File: src/sfs_pkg.sv
`timescale 1ns / 1ps
`default_nettype none

package sfs_pkg;

	// Fixed geometry of the sequencer.
	localparam int ACCUM_BITS = 32;
	localparam int FRAME_W    = 12;
	localparam int FCOUNT_W   = 13;
	localparam int PERIOD_W   = 16;
	localparam int LOOP_W     = 9;
	localparam int CFG_DATA_W = 16;

	localparam logic [FCOUNT_W-1:0] MAX_FRAMES         = 13'd4096;
	localparam logic [PERIOD_W-1:0] MS_PER_FRAME_RESET = 16'd83;

	// Commands carried by an input item.
	localparam logic [1:0] CMD_TICK = 2'd0;
	localparam logic [1:0] CMD_PLAY = 2'd1;
	localparam logic [1:0] CMD_STOP = 2'd2;
	localparam logic [1:0] CMD_NOP  = 2'd3;

	// Play modes.
	localparam logic [1:0] MODE_NORMAL   = 2'd0;
	localparam logic [1:0] MODE_PINGPONG = 2'd1;
	localparam logic [1:0] MODE_REVERSE  = 2'd2;

	// Configuration register indexes.
	localparam logic REG_FRAME_COUNT  = 1'b0;
	localparam logic REG_MS_PER_FRAME = 1'b1;

	typedef enum logic [1:0] {
		ST_IDLE,
		ST_EXEC,
		ST_DIV,
		ST_DONE
	} state_t;

	// Commands from the controller to the datapath.
	typedef struct packed {
		logic capture;
		logic exec;
		logic apply_tick;
		logic load_out;
	} ctrl_cmd_t;

	// Status from the datapath to the controller.
	typedef struct packed {
		logic tick_run;
		logic div_done;
		logic out_free;
	} status_t;

endpackage

`default_nettype wire

File: src/sfs_div.sv
`timescale 1ns / 1ps
`default_nettype none

// Restoring divider, one quotient bit per cycle, most significant bit first.
module sfs_div (
	input  wire logic                              clk,
	input  wire logic                              arst_n,
	input  wire logic                              start,
	input  wire logic [sfs_pkg::ACCUM_BITS-1:0]    dividend,
	input  wire logic [sfs_pkg::PERIOD_W-1:0]      divisor,
	output logic                                   done,
	output logic [sfs_pkg::ACCUM_BITS-1:0]         quotient
);

	localparam int CNT_W = $clog2(sfs_pkg::ACCUM_BITS + 1);

	logic [CNT_W-1:0]                 cnt_q;
	logic                             done_q;
	logic [sfs_pkg::PERIOD_W-1:0]     rem_q;
	logic [sfs_pkg::PERIOD_W-1:0]     div_q;
	logic [sfs_pkg::ACCUM_BITS-1:0]   quo_q;
	logic [sfs_pkg::PERIOD_W:0]       shifted;
	logic [sfs_pkg::PERIOD_W:0]       diff;
	logic                             ge;

	assign shifted = {rem_q, quo_q[sfs_pkg::ACCUM_BITS-1]};
	assign ge      = shifted >= {1'b0, div_q};
	assign diff    = shifted - {1'b0, div_q};

	always_ff @(posedge clk or negedge arst_n) begin
		if (!arst_n) begin
			cnt_q  <= '0;
			done_q <= 1'b0;
		end else begin
			done_q <= 1'b0;
			if (start) begin
				cnt_q <= CNT_W'(sfs_pkg::ACCUM_BITS);
			end else if (cnt_q != '0) begin
				cnt_q  <= cnt_q - CNT_W'(1);
				done_q <= (cnt_q == CNT_W'(1));
			end
		end
	end

	always_ff @(posedge clk) begin
		if (start) begin
			rem_q <= '0;
			div_q <= divisor;
			quo_q <= dividend;
		end else if (cnt_q != '0) begin
			rem_q <= ge ? diff[sfs_pkg::PERIOD_W-1:0] : shifted[sfs_pkg::PERIOD_W-1:0];
			quo_q <= {quo_q[sfs_pkg::ACCUM_BITS-2:0], ge};
		end
	end

	assign done     = done_q;
	assign quotient = quo_q;

endmodule

`default_nettype wire

File: src/sfs_datapath.sv
`timescale 1ns / 1ps
`default_nettype none

module sfs_datapath (
	input  wire logic                                  clk,
	input  wire logic                                  arst_n,
	input  wire sfs_pkg::ctrl_cmd_t                    cmd,
	output sfs_pkg::status_t                           status,
	input  wire logic [sfs_pkg::FCOUNT_W-1:0]          frame_count,
	input  wire logic [sfs_pkg::PERIOD_W-1:0]          ms_per_frame,
	input  wire logic [1:0]                            command,
	input  wire logic [15:0]                           elapsed_ms,
	input  wire logic [1:0]                            play_mode,
	input  wire logic signed [sfs_pkg::LOOP_W-1:0]     loop_count,
	input  wire logic                                  wait_end,
	input  wire logic                                  out_stall,
	output logic                                       out_valid,
	output logic [sfs_pkg::FRAME_W-1:0]                frame_index,
	output logic                                       pass_complete,
	output logic                                       running
);

	localparam int AW = sfs_pkg::ACCUM_BITS;
	localparam int FW = sfs_pkg::FRAME_W;

	// Captured item.
	logic [1:0]                          cmd_q;
	logic [15:0]                         elapsed_q;
	logic [1:0]                          mode_in_q;
	logic signed [sfs_pkg::LOOP_W-1:0]   loop_in_q;
	logic                                wait_q;

	// Sequencer state.
	logic [AW-1:0]                       accum_q;
	logic [FW-1:0]                       frame_q;
	logic                                back_q;
	logic [1:0]                          mode_q;
	logic signed [sfs_pkg::LOOP_W-1:0]   loops_q;
	logic                                stop_pend_q;
	logic                                done_q;

	// Output register.
	logic                                out_valid_q;
	logic [FW-1:0]                       out_frame_q;
	logic                                out_done_q;
	logic                                out_run_q;

	logic [sfs_pkg::FCOUNT_W-1:0]        n_frames;
	logic [FW-1:0]                       last;
	logic [AW-1:0]                       last_ext;
	logic [AW:0]                         sum;
	logic [AW-1:0]                       sat_sum;
	logic [sfs_pkg::PERIOD_W-1:0]        period;
	logic                                div_start;
	logic                                div_done;
	logic [AW-1:0]                       quo;
	logic [1:0]                          eff_mode;
	logic                                out_free;

	// Tick decision.
	logic [FW-1:0]                       t_frame;
	logic                                t_back;
	logic                                t_done;
	logic                                t_clr;
	logic                                t_eop;
	logic signed [sfs_pkg::LOOP_W-1:0]   eop_loops;

	// Last frame: the frame count is limited to the maximum and an empty animation ends at 0.
	assign n_frames = (frame_count > sfs_pkg::MAX_FRAMES) ? sfs_pkg::MAX_FRAMES : frame_count;
	assign last     = (n_frames == '0) ? '0 : FW'(n_frames - sfs_pkg::FCOUNT_W'(1));
	assign last_ext = {{(AW-FW){1'b0}}, last};

	assign sum     = {1'b0, accum_q} + {{(AW+1-16){1'b0}}, elapsed_q};
	assign sat_sum = sum[AW] ? {AW{1'b1}} : sum[AW-1:0];
	assign period  = (ms_per_frame == '0) ? sfs_pkg::PERIOD_W'(1) : ms_per_frame;

	assign div_start = cmd.exec && status.tick_run;

	sfs_div u_div (
		.clk      (clk),
		.arst_n   (arst_n),
		.start    (div_start),
		.dividend (sat_sum),
		.divisor  (period),
		.done     (div_done),
		.quotient (quo)
	);

	always_comb begin
		eff_mode = (mode_in_q inside {sfs_pkg::MODE_NORMAL, sfs_pkg::MODE_PINGPONG})
			? mode_in_q : sfs_pkg::MODE_REVERSE;
	end

	always_comb begin
		if (stop_pend_q) begin
			eop_loops = '0;
		end else if (!loops_q[sfs_pkg::LOOP_W-1] && loops_q != '0) begin
			eop_loops = loops_q - sfs_pkg::LOOP_W'(1);
		end else begin
			eop_loops = loops_q;
		end
	end

	always_comb begin
		t_frame = frame_q;
		t_back  = back_q;
		t_done  = 1'b0;
		t_clr   = 1'b0;
		t_eop   = 1'b0;
		if (!back_q) begin
			if (quo > last_ext) begin
				t_frame = last;
				if (mode_q == sfs_pkg::MODE_NORMAL) begin
					t_done = 1'b1;
					t_eop  = 1'b1;
				end else if (mode_q == sfs_pkg::MODE_PINGPONG) begin
					// Turn at the last frame: no pulse and no loop used.
					t_back = 1'b1;
					t_clr  = 1'b1;
				end
			end else begin
				t_frame = quo[FW-1:0];
			end
		end else begin
			if (quo >= last_ext) begin
				t_done  = 1'b1;
				t_eop   = 1'b1;
				t_frame = '0;
				if (mode_q == sfs_pkg::MODE_PINGPONG) begin
					t_back = 1'b0;
				end
			end else begin
				t_frame = last - quo[FW-1:0];
			end
		end
	end

	always_ff @(posedge clk) begin
		if (cmd.capture) begin
			cmd_q     <= command;
			elapsed_q <= elapsed_ms;
			mode_in_q <= play_mode;
			loop_in_q <= loop_count;
			wait_q    <= wait_end;
		end
	end

	always_ff @(posedge clk or negedge arst_n) begin
		if (!arst_n) begin
			accum_q     <= '0;
			frame_q     <= '0;
			back_q      <= 1'b0;
			mode_q      <= sfs_pkg::MODE_NORMAL;
			loops_q     <= '0;
			stop_pend_q <= 1'b0;
			done_q      <= 1'b0;
		end else if (cmd.exec) begin
			done_q <= 1'b0;
			case (cmd_q)
				sfs_pkg::CMD_TICK: begin
					if (status.tick_run) begin
						accum_q <= sat_sum;
					end
				end
				sfs_pkg::CMD_PLAY: begin
					accum_q     <= '0;
					stop_pend_q <= 1'b0;
					loops_q     <= loop_in_q[sfs_pkg::LOOP_W-1] ? '1 : loop_in_q;
					mode_q      <= eff_mode;
					if (eff_mode == sfs_pkg::MODE_REVERSE) begin
						back_q  <= 1'b1;
						frame_q <= last;
					end else begin
						back_q  <= 1'b0;
						frame_q <= '0;
					end
				end
				sfs_pkg::CMD_STOP: begin
					if (wait_q) begin
						stop_pend_q <= 1'b1;
					end else begin
						loops_q <= '0;
					end
				end
				default: begin
				end
			endcase
		end else if (cmd.apply_tick) begin
			frame_q <= t_frame;
			back_q  <= t_back;
			done_q  <= t_done;
			if (t_clr || t_eop) begin
				accum_q <= '0;
			end
			if (t_eop) begin
				loops_q <= eop_loops;
			end
		end
	end

	assign out_free = !out_valid_q || !out_stall;

	always_ff @(posedge clk or negedge arst_n) begin
		if (!arst_n) begin
			out_valid_q <= 1'b0;
		end else if (cmd.load_out) begin
			out_valid_q <= 1'b1;
		end else if (!out_stall) begin
			out_valid_q <= 1'b0;
		end
	end

	always_ff @(posedge clk) begin
		if (cmd.load_out) begin
			out_frame_q <= frame_q;
			out_done_q  <= done_q;
			out_run_q   <= (loops_q != '0);
		end
	end

	assign status.tick_run = (cmd_q == sfs_pkg::CMD_TICK) && (loops_q != '0);
	assign status.div_done = div_done;
	assign status.out_free = out_free;

	assign out_valid     = out_valid_q;
	assign frame_index   = out_frame_q;
	assign pass_complete = out_done_q;
	assign running       = out_run_q;

`ifndef ASSERT_OFF
	a_load_when_free: assert property (@(posedge clk) disable iff (!arst_n)
		cmd.load_out |-> out_free)
		else $error("output register loaded while a result is still held");

	a_done_only_tick: assert property (@(posedge clk) disable iff (!arst_n)
		(cmd.load_out && done_q) |-> cmd_q == sfs_pkg::CMD_TICK)
		else $error("pass completion raised by a command other than tick");
`endif

endmodule

`default_nettype wire

File: src/sfs_ctrl.sv
`timescale 1ns / 1ps
`default_nettype none

module sfs_ctrl (
	input  wire logic                clk,
	input  wire logic                arst_n,
	input  wire logic                in_valid,
	output logic                     in_stall,
	input  wire sfs_pkg::status_t    status,
	output sfs_pkg::ctrl_cmd_t       cmd
);

	sfs_pkg::state_t state_q;
	sfs_pkg::state_t state_d;

	always_ff @(posedge clk or negedge arst_n) begin
		if (!arst_n) begin
			state_q <= sfs_pkg::ST_IDLE;
		end else begin
			state_q <= state_d;
		end
	end

	always_comb begin
		state_d = state_q;
		case (state_q)
			sfs_pkg::ST_IDLE: begin
				if (in_valid) begin
					state_d = sfs_pkg::ST_EXEC;
				end
			end
			sfs_pkg::ST_EXEC: begin
				state_d = status.tick_run ? sfs_pkg::ST_DIV : sfs_pkg::ST_DONE;
			end
			sfs_pkg::ST_DIV: begin
				if (status.div_done) begin
					state_d = sfs_pkg::ST_DONE;
				end
			end
			sfs_pkg::ST_DONE: begin
				if (status.out_free) begin
					state_d = sfs_pkg::ST_IDLE;
				end
			end
			default: begin
				state_d = sfs_pkg::ST_IDLE;
			end
		endcase
	end

	always_comb begin
		cmd      = '0;
		in_stall = 1'b1;
		case (state_q)
			sfs_pkg::ST_IDLE: begin
				in_stall    = 1'b0;
				cmd.capture = in_valid;
			end
			sfs_pkg::ST_EXEC: begin
				cmd.exec = 1'b1;
			end
			sfs_pkg::ST_DIV: begin
				cmd.apply_tick = status.div_done;
			end
			sfs_pkg::ST_DONE: begin
				cmd.load_out = status.out_free;
			end
			default: begin
			end
		endcase
	end

`ifndef ASSERT_OFF
	a_exec_one_cycle: assert property (@(posedge clk) disable iff (!arst_n)
		state_q == sfs_pkg::ST_EXEC |=>
			(state_q == sfs_pkg::ST_DIV || state_q == sfs_pkg::ST_DONE))
		else $error("command execution did not move on after one cycle");

	a_div_to_done: assert property (@(posedge clk) disable iff (!arst_n)
		(state_q == sfs_pkg::ST_DIV && status.div_done) |=> state_q == sfs_pkg::ST_DONE)
		else $error("quotient ready but tick result not applied");
`endif

endmodule

`default_nettype wire

File: src/sprite_frame_sequencer.sv
`timescale 1ns / 1ps
`default_nettype none

// Animation frame sequencer.
// Input channel (in_valid / in_stall): one item per command. A tick adds
// elapsed_ms to the frame timer while loops remain; play restarts the
// sequence in the given mode and loop count; stop halts it at once or at
// the end of the current pass. Every item produces exactly one result item
// on the output channel (out_valid / out_stall): the frame to show, a pass
// completion pulse and the running flag.
// A tick while running waits for the restoring divider, which produces one
// quotient bit per cycle over the 32 bit timer; no new item is accepted until
// its result is loaded into the output register. Play, stop, unused commands
// and ticks while stopped skip the divider.
// The output register decouples the two sides: a new item is accepted while
// a finished result is still held. If the receiver keeps stalling, the next
// result waits inside the block and in_stall stays high until it is taken.
// Configuration writes (cfg_we, cfg_index, cfg_data) take effect at once and
// belong in idle periods. Reset clears the sequencer to stopped at frame 0
// with a frame count of 0 and a frame period of 83 ms.
module sprite_frame_sequencer (
	input  wire logic                                  clk,
	input  wire logic                                  arst_n,
	input  wire logic                                  in_valid,
	output logic                                       in_stall,
	input  wire logic [1:0]                            command,
	input  wire logic [15:0]                           elapsed_ms,
	input  wire logic [1:0]                            play_mode,
	input  wire logic signed [sfs_pkg::LOOP_W-1:0]     loop_count,
	input  wire logic                                  wait_end,
	output logic                                       out_valid,
	input  wire logic                                  out_stall,
	output logic [sfs_pkg::FRAME_W-1:0]                frame_index,
	output logic                                       pass_complete,
	output logic                                       running,
	input  wire logic                                  cfg_we,
	input  wire logic                                  cfg_index,
	input  wire logic [sfs_pkg::CFG_DATA_W-1:0]        cfg_data
);

	// Configuration registers.
	logic [sfs_pkg::FCOUNT_W-1:0] frame_count_q;
	logic [sfs_pkg::PERIOD_W-1:0] ms_per_frame_q;

	sfs_pkg::ctrl_cmd_t cmd;
	sfs_pkg::status_t   status;

	always_ff @(posedge clk or negedge arst_n) begin
		if (!arst_n) begin
			frame_count_q  <= '0;
			ms_per_frame_q <= sfs_pkg::MS_PER_FRAME_RESET;
		end else if (cfg_we) begin
			case (cfg_index)
				sfs_pkg::REG_FRAME_COUNT: begin
					frame_count_q <= cfg_data[sfs_pkg::FCOUNT_W-1:0];
				end
				sfs_pkg::REG_MS_PER_FRAME: begin
					ms_per_frame_q <= cfg_data[sfs_pkg::PERIOD_W-1:0];
				end
				default: begin
				end
			endcase
		end
	end

	// The controller sequences each item; the datapath holds the timer,
	// the divider and the output register.
	sfs_ctrl u_ctrl (
		.clk      (clk),
		.arst_n   (arst_n),
		.in_valid (in_valid),
		.in_stall (in_stall),
		.status   (status),
		.cmd      (cmd)
	);

	sfs_datapath u_datapath (
		.clk           (clk),
		.arst_n        (arst_n),
		.cmd           (cmd),
		.status        (status),
		.frame_count   (frame_count_q),
		.ms_per_frame  (ms_per_frame_q),
		.command       (command),
		.elapsed_ms    (elapsed_ms),
		.play_mode     (play_mode),
		.loop_count    (loop_count),
		.wait_end      (wait_end),
		.out_stall     (out_stall),
		.out_valid     (out_valid),
		.frame_index   (frame_index),
		.pass_complete (pass_complete),
		.running       (running)
	);

endmodule

`default_nettype wire

File: config.mk
export PLATFORM = sky130hd
export DESIGN_NAME = sprite_frame_sequencer
export DESIGN_NICKNAME = d
export VERILOG_FILES = /design/src/sfs_pkg.sv /design/src/sfs_div.sv /design/src/sfs_datapath.sv /design/src/sfs_ctrl.sv /design/src/sprite_frame_sequencer.sv
export SDC_FILE = /design/constraint.sdc
export NUM_CORES = 1
export LEC_CHECK = 0
export BUFFER_PORTS_ARGS = -buffer_cell sky130_fd_sc_hd__buf_2
export CAP_MARGIN = 20
export CORE_UTILIZATION = 30
export DETAILED_ROUTE_END_ITERATION = 6
export PLACE_DENSITY_LB_ADDON = 0.3
export SYNTH_ARGS = -nofsm -noshare
export SYNTH_HDL_FRONTEND = slang
export SYNTH_SLANG_ARGS = --single-unit
File: constraint.sdc
create_clock -name clk -period 6.33 [get_ports clk]
set_input_delay 0.9495 -clock clk [delete_from_list [all_inputs] [get_ports clk]]
set_output_delay 0.9495 -clock clk [all_outputs]
set_load 0.01 [all_outputs]
# Word level (Yosys, flattened, before mapping)
# Cells that the tools add are included.
op_classes:
  n_eq_ne: 19
  bitwise: 1
  add_sub_neg: 6
  n_reduce_logical: 31
  muxes: 62
  n_lt_le_gt_ge: 4
op_table:
  columns: ["op", "count"]
  rows:
  - ["two-way mux 32 bit", 7]
  - ["two-way mux 12 bit", 8]
  - ["one-hot mux 32 bit (2 select lines)", 1]
  - ["two-way mux 9 bit", 7]
  - ["adder 32 x 16 -> 33 bit", 1]
  - ["greater-or-equal comparator 32 x 12 -> 1 bit", 1]
  - ["> comparator 32 x 12 -> 1 bit", 1]
  - ["two-way mux 1 bit", 28]
  - ["one-hot mux 9 bit (2 select lines)", 1]
  - ["greater-or-equal comparator 17 x 16 -> 1 bit", 1]
  - ["zero test 16 bit", 1]
  - ["two-way mux 16 bit", 1]
  - ["subtractor 16 bit", 1]
  - ["> comparator 13 bit (second input constant)", 1]
  - ["zero test 13 bit", 1]
  - ["two-way mux 13 bit", 1]
  - ["two-way mux 6 bit", 2]
  - ["!= test 3 bit (second input constant)", 4]
  - ["nonzero test 2 bit", 6]
  - ["subtractor 12 x 1 -> 12 bit (second input constant)", 1]
  - ["subtractor 12 bit", 1]
  - ["nonzero test 9 bit", 1]
  - ["subtractor 9 x 2 -> 9 bit (second input constant)", 1]
  - ["== test 2 x 1 -> 1 bit (second input constant)", 4]
  - ["19 further kinds", 41]
word_totals:
  word_cells: 147
  ff_bits: 205
  output_inout_bits: 16

# Logic depth before layout (Yosys ltp)
# Gate-level depths: netlist of the first run.
depth:
  word_depth: 11
  ltp_mapped: 20
  mapped_depth_nobuf: 18

# By module
# From an unflattened synthesis of the first run, not the netlist that was laid out.
hier_totals:
  hier_cells: 1182
  hier_area_um2: 12209.2
by_module_without_submodules:
  columns: ["module", "seq_area_each_um2", "cells_per_inst", "area_per_inst_um2", "n_inst"]
  rows:
  - ["sfs_datapath", 2797.7, 760, 7013.0, 1]
  - ["sfs_div", 1936.9, 337, 3839.9, 1]
  - ["sprite_frame_sequencer", 730.7, 62, 1142.3, 1]
  - ["sfs_ctrl", 50.0, 23, 214.0, 1]

# Worst setup path before layout of the first run
# No wires, ideal clock.
synth_path:
  kind: "register to register"
  start: "register frame_count_q[12] in the netlist's numbering"
  end: "register u_datapath.loops_q[1] in the netlist's numbering"
  path_slack_ns: 2.447
  setup_ns: 0.119
  stages_incl_launch_ff: 16
  synth_period_minus_slack_ns: 3.883
  arrival_time_ns: 3.764
  cell_sequence: "dfrtp_1 -> clkbuf_1 -> clkinv_1 -> nand2_1 -> ha_1 -> nand3b_1 -> nor3_1 -> a21oi_1 -> ha_1 -> nand4_1 -> or3_4 -> o21a_1 -> o31ai_4 -> buf_6 -> o221ai_2 -> o21a_1"
synth_between:
  elab_chain_cells: 9
synth_lines:
  columns: ["item", "line", "text"]
  rows:
  - ["from (decl)", "sprite_frame_sequencer.sv:42", "logic [sfs_pkg::FCOUNT_W-1:0] frame_count_q;"]
  - ["from (signal assigned)", "sprite_frame_sequencer.sv:55", "frame_count_q <= cfg_data[sfs_pkg::FCOUNT_W-1:0];"]
  - ["> comparator 13 bit", "sfs_datapath.sv:69", "assign n_frames = (frame_count > sfs_pkg::MAX_FRAMES) ? sfs_pkg::MAX_FRAMES : frame_count;"]
  - ["two-way mux 13 bit (*)", "sfs_datapath.sv:69", null]
  - ["subtractor 12 x 1 -> 12 bit or zero test 13 bit (tied branches)", "sfs_datapath.sv:70", "assign last = (n_frames == '0) ? '0 : FW'(n_frames - sfs_pkg::FCOUNT_W'(1));"]
  - ["two-way mux 12 bit (*)", "sfs_datapath.sv:70", null]
  - ["> comparator 32 x 12 -> 1 bit or greater-or-equal comparator 32 x 12 -> 1 bit (tied branches)", "sfs_datapath.sv:111, sfs_datapath.sv:125", null]
  - ["two-way mux 1 bit, on equally long branches", "sfs_datapath.sv:111, sfs_datapath.sv:125", null]
  - ["two-way mux 1 bit (*)", "sfs_datapath.sv:110", "if (!back_q) begin"]
  - ["nonzero test 2 bit (no source line) (*)", null, null]
  - ["AND reduction 5 bit (no source line) (*)", null, null]
  - ["to (signal assigned)", "sfs_datapath.sv:168", "loops_q <= loop_in_q[sfs_pkg::LOOP_W-1] ? '1 : loop_in_q;"]
  - ["to (signal assigned)", "sfs_datapath.sv:196", "loops_q <= eop_loops;"]
  - ["to (decl)", "sfs_datapath.sv:38", "logic signed [sfs_pkg::LOOP_W-1:0] loops_q;"]
# Mark *: on every way between the ends. The rest lies on a longest branch, timed or not.
# A chain may end at the register's enable or synchronous reset.

# Worst setup path in the final report of the first run
layout_path:
  start: "register frame_count_q[12] in the netlist's numbering"
  end: "register u_datapath.accum_q[20]"
layout_between:
  elab_chain_cells: 10
layout_lines:
  columns: ["item", "line", "text"]
  rows:
  - ["> comparator 13 bit", "sfs_datapath.sv:69", null]
  - ["two-way mux 13 bit (*)", "sfs_datapath.sv:69", null]
  - ["subtractor 12 x 1 -> 12 bit or zero test 13 bit (tied branches)", "sfs_datapath.sv:70", null]
  - ["two-way mux 12 bit (*)", "sfs_datapath.sv:70", null]
  - ["> comparator 32 x 12 -> 1 bit or greater-or-equal comparator 32 x 12 -> 1 bit (tied branches)", "sfs_datapath.sv:111, sfs_datapath.sv:125", null]
  - ["two-way mux 1 bit, on equally long branches", "sfs_datapath.sv:111, sfs_datapath.sv:125", null]
  - ["two-way mux 1 bit", "sfs_datapath.sv:110", null]
  - ["logical OR 1 bit (*)", "sfs_datapath.sv:192", "if (t_clr || t_eop) begin"]
  - ["nonzero test 2 bit (no source line) (*)", null, null]
  - ["AND reduction 4 bit (no source line) (*)", null, null]
  - ["to (signal assigned)", "sfs_datapath.sv:162", "accum_q <= sat_sum;"]
  - ["to (decl)", "sfs_datapath.sv:34", "logic [AW-1:0] accum_q;"]
# Marks and branches as above.

==> results of run 1 <==
-- final cells by class --
class                      instances  share of cell area (%)
clock buffer                      37                    5.51
timing repair buffer              77                    3.11
inverter                          65                    1.84
multi-input combinational        807                    42.4
clock inverter                     8                   0.894
sequential                       205                    41.5
tap                              511                    4.81
-- registers in the layout, summed over array words and instances (netlist names), 6 cells and up --
signal	flops
u_datapath.frame_q	12
u_datapath.accum_q	32
u_datapath.loop_in_q	9
frame_count_q	13
u_datapath.u_div.div_q	16
u_datapath.loops_q	9
u_datapath.elapsed_q	16
ms_per_frame_q	16
u_datapath.u_div.quotient	32
u_datapath.frame_index	12
u_datapath.u_div.cnt_q	6
u_datapath.u_div.rem_q	16
-- stage by stage --
stage	cells	util, %
CTS	1710	35.0
detailed placement	1665	32.8
global placement	1665	32.8
finish	1710	35.0
floorplan	1134	-
global route	1710	35.0
-- cells in the mapped netlist, types with 11 or more instances --
cell type and n:
nor2_1 94, dfrtp_1 93, edfxtp_1 92, a21oi_1 77, nand2_1 75, o21ai_0 70, ha_1 65, inv_1 63
a21o_1 39, clkbuf_1 39, nor3_1 36, xnor2_1 29, mux2_2 28, xor2_1 21, a31oi_1 18, nand3_1 18
nand4_1 17, a22o_1 16, dfxtp_1 16, mux2i_1 16, o21a_1 16, nor2b_1 15, nand2b_1 12, nor4_1 12
nor3_2 11
-- critical path, stage by stage (launching register included) --
cell	delay [ns]
dfrtp_1	0.51
clkinv_1	0.29
nand2_1	0.17
ha_1	0.19
nand3b_1	0.13
nor3_1	0.74
nor2_1	0.23
ha_1	0.37
nor2b_1	0.14
o21a_1	0.16
o21a_1	0.21
nor3_1	0.17
o21a_1	0.27
inv_1	0.15
o221ai_4	0.64
nor2_1	0.17
nor3_2	0.20
-- logic make-up after synthesis --
logic type | count (synthesis)
DFF | 205
and+or+nand+nor | 326
adders and majority gates | 68
AOI/OAI and AO/OA | 319
muxes | 44
xor gates and xnor gates | 50
buffers and inverters | 122
-- worst paths after layout --
kind                                             end  slack [ns]  cells past startpoint
min                             u_datapath.out_valid        0.44                      1
max reg2reg                   u_datapath.accum_q[20]        1.50                     16
max in group asynchronous  u_datapath.u_div.cnt_q[0]        4.76                      2
min in group clk           u_datapath.frame_index[7]        0.45                      0
min reg2reg                u_datapath.frame_index[7]        0.45                      0
max                           u_datapath.accum_q[20]        1.50                     16
-- power by group --
part / internal, mW / total [mW] / switching [mW]
Sequential: 1.91 / 2.25 / 0.336
Combinational: 1.11 / 2.55 / 1.44
Clock: 0.919 / 1.48 / 0.563
Total: 3.93 / 6.28 / 2.34
-- cell usage in the layout, fill, tap and decap left out, types with 5 or more instances in the layout --
| cell | n |
|---|---|
| mux2_2 | 28 |
| and3_1 | 5 |
| dfxtp_1 | 16 |
| xnor2_1 | 29 |
| nand2b_1 | 12 |
| edfxtp_1 | 92 |
| nand3_1 | 18 |
| mux2i_1 | 16 |
| xor2_1 | 21 |
| o31ai_1 | 6 |
| ha_1 | 65 |
| o22ai_1 | 6 |
| nand2_1 | 75 |
| inv_1 | 63 |
| nand4_1 | 17 |
| dfrtp_1 | 93 |
| a211oi_1 | 5 |
| a22o_1 | 16 |
| o21a_1 | 16 |
| nor2_1 | 94 |
| clkbuf_16 | 26 |
| a21oi_1 | 77 |
| nor2b_1 | 15 |
| clkbuf_1 | 7 |
| nor3_2 | 11 |
| o21ai_1 | 7 |
| a21o_1 | 39 |
| nor4_1 | 12 |
| buf_2 | 66 |
| o21ai_0 | 70 |
| buf_4 | 11 |
| nor3_1 | 36 |
| a31oi_1 | 18 |
-- routing by layer --
metal	share of wire [%]	up-vias	routed length, um	track usage (%)
li1	-	4244	-	-
met4	1.9	0	522	3.28
met3	3.6	28	994	1.63
met5	0	-	0	0
met1	51	4156	14100	20.7
met2	43	141	11800	20.8
==> flow_metrics.tcl, run 1 <==
set metrics [dict create \
    synth_cells 1134 \
    seqCellArea_sq_um 5520 \
    finalInstanceArea_sq_um 13300 \
    hold-worst-slack_ns 0.445 \
    layout_setup_ws_ns 1.50 \
    ys.flop_type "dfrtp_1" \
    htreeDepth 1 \
    synth-seq-cells 205 \
    io_buffers 67 \
    cts-buffers-inserted 25 \
    design.core.area_sq_um 37900 \
    grt_pass1_vias 8131 \
    cp.arrival_ns 5.27 \
    nets 1301 \
    grt_max_degree 64 \
    cts-root-buf "clkbuf_16" \
    fillCellCount 3822 \
    period_needed_ns 4.83 \
    cts.path.max_buffers 3 \
    hold_viol_final 0 \
    synth_fp_nets 1254 \
    syn_to_final_growth_pct 14.2 \
    critPathLaunch "frame_count_q[12]" \
    worstPathRequired_ns 6.78 \
    final_max_slew_viol_count 0 \
    dieArea_sq_um 39600 \
    ctsHoldBuffers 0 \
    async_flop_share_pct 47.3 \
    rsz0062_at_grt "false" \
    ys_top_cells_by_area "edfxtp_1 (24%), dfrtp_1 (20%), ha_1 (7.0%), a21oi_1 (3.3%), nor2_1 (3.0%)" \
    vias_per_cell 5.01 \
    yosys.area_share.simple_pct 14.1 \
    tns_ns 0 \
    synth_xor_area_share_pct 3.76 \
    leakagePower_nw 5.59 \
    rows 71 \
    start_util_pct 30.7 \
    period_share_pct 76.3 \
    synth_compound_area_share_pct 18.9 \
    setup.worst_path.class "flip-flop to flip-flop" \
    drt_pass1_iterations 6 \
    synth_top_family_by_area "compound AO/OA/AOI/OAI gates" \
    gr-total-overflow 0 \
    hpwl_mm 19.6 \
    crit_path_max_fanout 24 \
    synth_edf_count 92 \
    worst_slew_pin_slew_ns 1.14 \
    cts_tree "built" \
    yosysSeqAreaShare_pct 47.4 \
    start_kind "flip-flop" \
    synth_top_area_cell "edfxtp_1" \
    ios 68 \
    endpoint_kind "flip-flop" \
    cts_sinks 205 \
    grt_pass1_wl_mm 43.7 \
    vias 8569 \
    die_x_um 199 \
    ys_warn_count 0 \
    finalWirelength_mm 27.4 \
    synth_area_per_cell_sq_um 10.3 \
    drcViolationCount 0 \
    gp_congestion 0.890 \
    finClkSkew_ns 0.0142 \
    hold_class "input pin to async pin" \
    cellPowerDensity_nw_per_um2 472 \
    place_area_sq_um 12400 \
    grtUsageTotal_pct 13.8 \
    drive_gt1_share_pct 15.8 \
    setup_viol 0 \
    ir_drop_mv 0.189 \
    grt_antenna_before_repair 0 \
    die_h_um 199 \
    synth_mux_area_share_pct 4.08 \
    path_clk_slew_ns 0.06 \
    place_ws_ns 1.54 \
    power.total_mw 6.28 \
    maxCapViolations 0 \
    wl_per_cell_um 16.0 \
    ant_nets 0 \
    cts_resized 0 \
    fmax_mhz 207 \
    netlist-cell-type-count 86 \
    outcome "complete, no violations" \
    slew_headroom_pct 24.0 \
    drt-initial-drc-count 455 \
    yosysTopAreaCellShare_pct 23.7 \
    synth_fa_ha_area_share_pct 7.50 \
    post-cts-setup-buffers 0 \
    multi_input_area_sq_um 5630 \
    rr_startpoint "frame_count_q[12]" \
    clk_latency_ns 0.53 \
    diodes 0 \
    synthesis.area_sq_um 11600 \
]
(Power assumes the default switching activity.)
==> inputs of run 2 (changes only) <==
==> constraint.sdc (replaced) <==
create_clock -name clk -period 4.04 [get_ports clk]
set_input_delay 0.606 -clock clk [delete_from_list [all_inputs] [get_ports clk]]
set_output_delay 0.606 -clock clk [all_outputs]
set_load 0.01 [all_outputs]
==> run 2 against run 1 <==
The flow now finishes with violations (DRC, setup timing). Sequential share of layout area decreased by 1.3 points. Critical path depth increased by 3. Final area increased by 3.3%. Global-route usage increased by 0.30 points. Hold slack got worse by 0.38 ns. Sequential power increased by 56%. Non-clock buffer count increased by 36. Register-to-register slack got worse by 1.5 ns. Clock power increased by 51%. Die area unchanged. Critical path type unchanged. Largest cell class unchanged.
==> flow_metrics.tcl, run 2 (synthesized netlist as in run 1, its figures left out) <==
set metrics [dict create \
    place_area_sq_um 12700 \
    grtUsageTotal_pct 14.1 \
    ios 68 \
    crit_path_max_fanout 6 \
    hold_viol_final 0 \
    setup.worst_path.class "flip-flop to flip-flop" \
    grt_pass1_vias 8417 \
    rsz0062_at_grt "true" \
    violations "DRC, setup timing" \
    period_share_pct 100 \
    vias 8742 \
    clk_latency_ns 0.53 \
    drive_gt1_share_pct 19.5 \
    gp_congestion 0.888 \
    slew_headroom_pct 26.2 \
    die_h_um 199 \
    grt_antenna_before_repair 1 \
    maxCapViolations 0 \
    wl_met3_mm 1.22 \
    final_max_slew_viol_count 0 \
    start_kind "flip-flop" \
    start_util_pct 30.7 \
    ctsHoldBuffers 0 \
    drcViolationCount 3 \
    final_common_cell "dfrtp_1" \
    final_cell_mix "dfrtp_1 (93), nor2_1 (92), edfxtp_1 (92)" \
    utilization_pct 36.2 \
    fillCellCount 3798 \
    timing.rr.end "u_datapath.frame_q[2]" \
    rows 71 \
    leakagePower_nw 5.80 \
    top_layer_used "met4" \
    cp.arrival_ns 4.49 \
    syn_to_final_growth_pct 18.0 \
    endpoint_kind "flip-flop" \
    fmax_mhz 247 \
    die_x_um 199 \
    gr-total-overflow 0 \
    tns_ns -0.00433 \
    internal-power_mw 6.23 \
    nets 1338 \
    p_seq_share_pct 35.3 \
    place_ws_ns -0.0544 \
    cellPowerDensity_nw_per_um2 727 \
    vias_per_cell 5.00 \
    hold_class "input pin to async pin" \
    design.core.area_sq_um 37900 \
    wl_per_cell_um 16.0 \
    dieArea_sq_um 39600 \
    io_buffers 67 \
    period_needed_ns 4.04 \
    outcome "finished with violations" \
    setup_viol 1 \
    finalWirelength_mm 27.9 \
    finalInstanceArea_sq_um 13700 \
    finClkSkew_ns 0.0121 \
    grt_max_degree 77 \
    worst_slew_pin_slew_ns 1.11 \
    rr_startpoint "frame_count_q[3]" \
    path_clk_slew_ns 0.06 \
    hpwl_mm 20.0 \
    met2_length_mm 12.3 \
    cts-buffers-inserted 26 \
    cts_tree "built" \
    grt_pass1_wl_mm 44.8 \
    power_frac_clock_pct 22.4 \
    power_switching_share_pct 37.6 \
    switching_power_mw 3.75 \
    htreeDepth 1 \
    cts.path.max_buffers 3 \
    ant_nets 0 \
    hold-worst-slack_ns 0.0645 \
    worstPathRequired_ns 4.49 \
    cts-root-buf "clkbuf_16" \
    cts_sinks 205 \
    r2r_slack_ns -0.004 \
    ff2ff_path_depth 19 \
    ir_drop_mv 0.387 \
    power_frac_comb_pct 42.4 \
    drt-initial-drc-count 483 \
    drt-met1-wl_mm 13.9 \
    drt_pass1_iterations 7 \
    layout_setup_ws_ns -0.00433 \
]
run 2: cell count changes in the layout (fill, tap and decap cells not counted), moves of 2 or more:
cell       change
bufinv_16      -2
ha_1           -3
clkinv_1       +4
nand2_1        -2
a21oi_2        +4
a21oi_1        -4
nor3_1         -2
clkbuf_16      +2
nor2_1         -2
buf_6          +4
buf_12         +3
buf_4         +27
ha_2           +2
run 2: critical path: stages, from the launching register on:
cell and delay [ns]:
dfrtp_1 0.38, nor3_2 0.22, nand3b_1 0.13, or3_4 0.42
o41ai_4 0.43, nor2_2 0.10, a21oi_2 0.13, o2bb2ai_2 0.19
inv_1 0.08, ha_1 0.18, a21o_1 0.17, a21o_1 0.19
a21oi_2 0.15, o211a_1 0.22, o21a_1 0.17, buf_6 0.13
nand2_4 0.08, buf_6 0.17, o221a_1 0.26, nor3_2 0.17
run 2: worst max path at each step:
stage / from / to / slack (ns) / cells past startpoint
2_1_floorplan: frame_count_q[12] / u_datapath.loops_q[1] / 0.16 / 15
5_1_grt: frame_count_q[3] / u_datapath.frame_q[2] / -0.19 / 19
3_3_place_gp: frame_count_q[4] / u_datapath.accum_q[20] / 0.05 / 18
4_1_cts: frame_count_q[2] / u_datapath.frame_q[5] / 0.03 / 19
6_report: frame_count_q[3] / u_datapath.frame_q[2] / -0.004 / 19
3_5_place_dp: frame_count_q[2] / u_datapath.accum_q[20] / -0.05 / 18
run 2: metrics by stage:
step	std cells	power, mW
6_report	1750	9.98
4_1_cts	1741	9.90
5_1_grt	1750	10.8
3_3_place_gp	1690	7.54
3_5_place_dp	1690	7.60
2_1_floorplan	1134	6.58
run 2: layer usage:
layer / vias to the layer above / GRT usage, %
met5: - / 0
met3: 34 / 2.03
met4: 0 / 3.25
li1: 4319 / -
met2: 190 / 21.3
met1: 4199 / 20.9
run 2: cell type report:
| type | count | area, sq um | area share (%) |
|---|---|---|---|
| diodes | 1 | 2.50 | 0.0182 |
| clock inverters | 10 | 77.6 | 0.565 |
| multi-input cells | 807 | 5750 | 41.9 |
| well taps | 511 | 639 | 4.65 |
| repair buffers | 113 | 761 | 5.54 |
| inverters | 65 | 244 | 1.78 |
| flip-flops and latches | 205 | 5520 | 40.1 |
| clock buffers | 38 | 747 | 5.44 |
run 2: power groups by stage:
| stage | sequential [mW] | combinational, mW | clock (mW) |
|---|---|---|---|
| finish | 3.52 | 4.23 | 2.23 |
| global route | 3.61 | 4.77 | 2.38 |
| CTS | 3.51 | 4.09 | 2.29 |
| detailed placement | 3.55 | 4.05 | 0 |
| global placement | 3.54 | 3.99 | 0 |
| floorplan | 3.38 | 3.20 | 0 |
run 2: what timing repair did:
item,4_1_cts,5_1_grt
resized for setup,0,30
cloned,0,1
buffers inserted,3,7
pin swaps,1,13
setup endpoints to repair,2,40
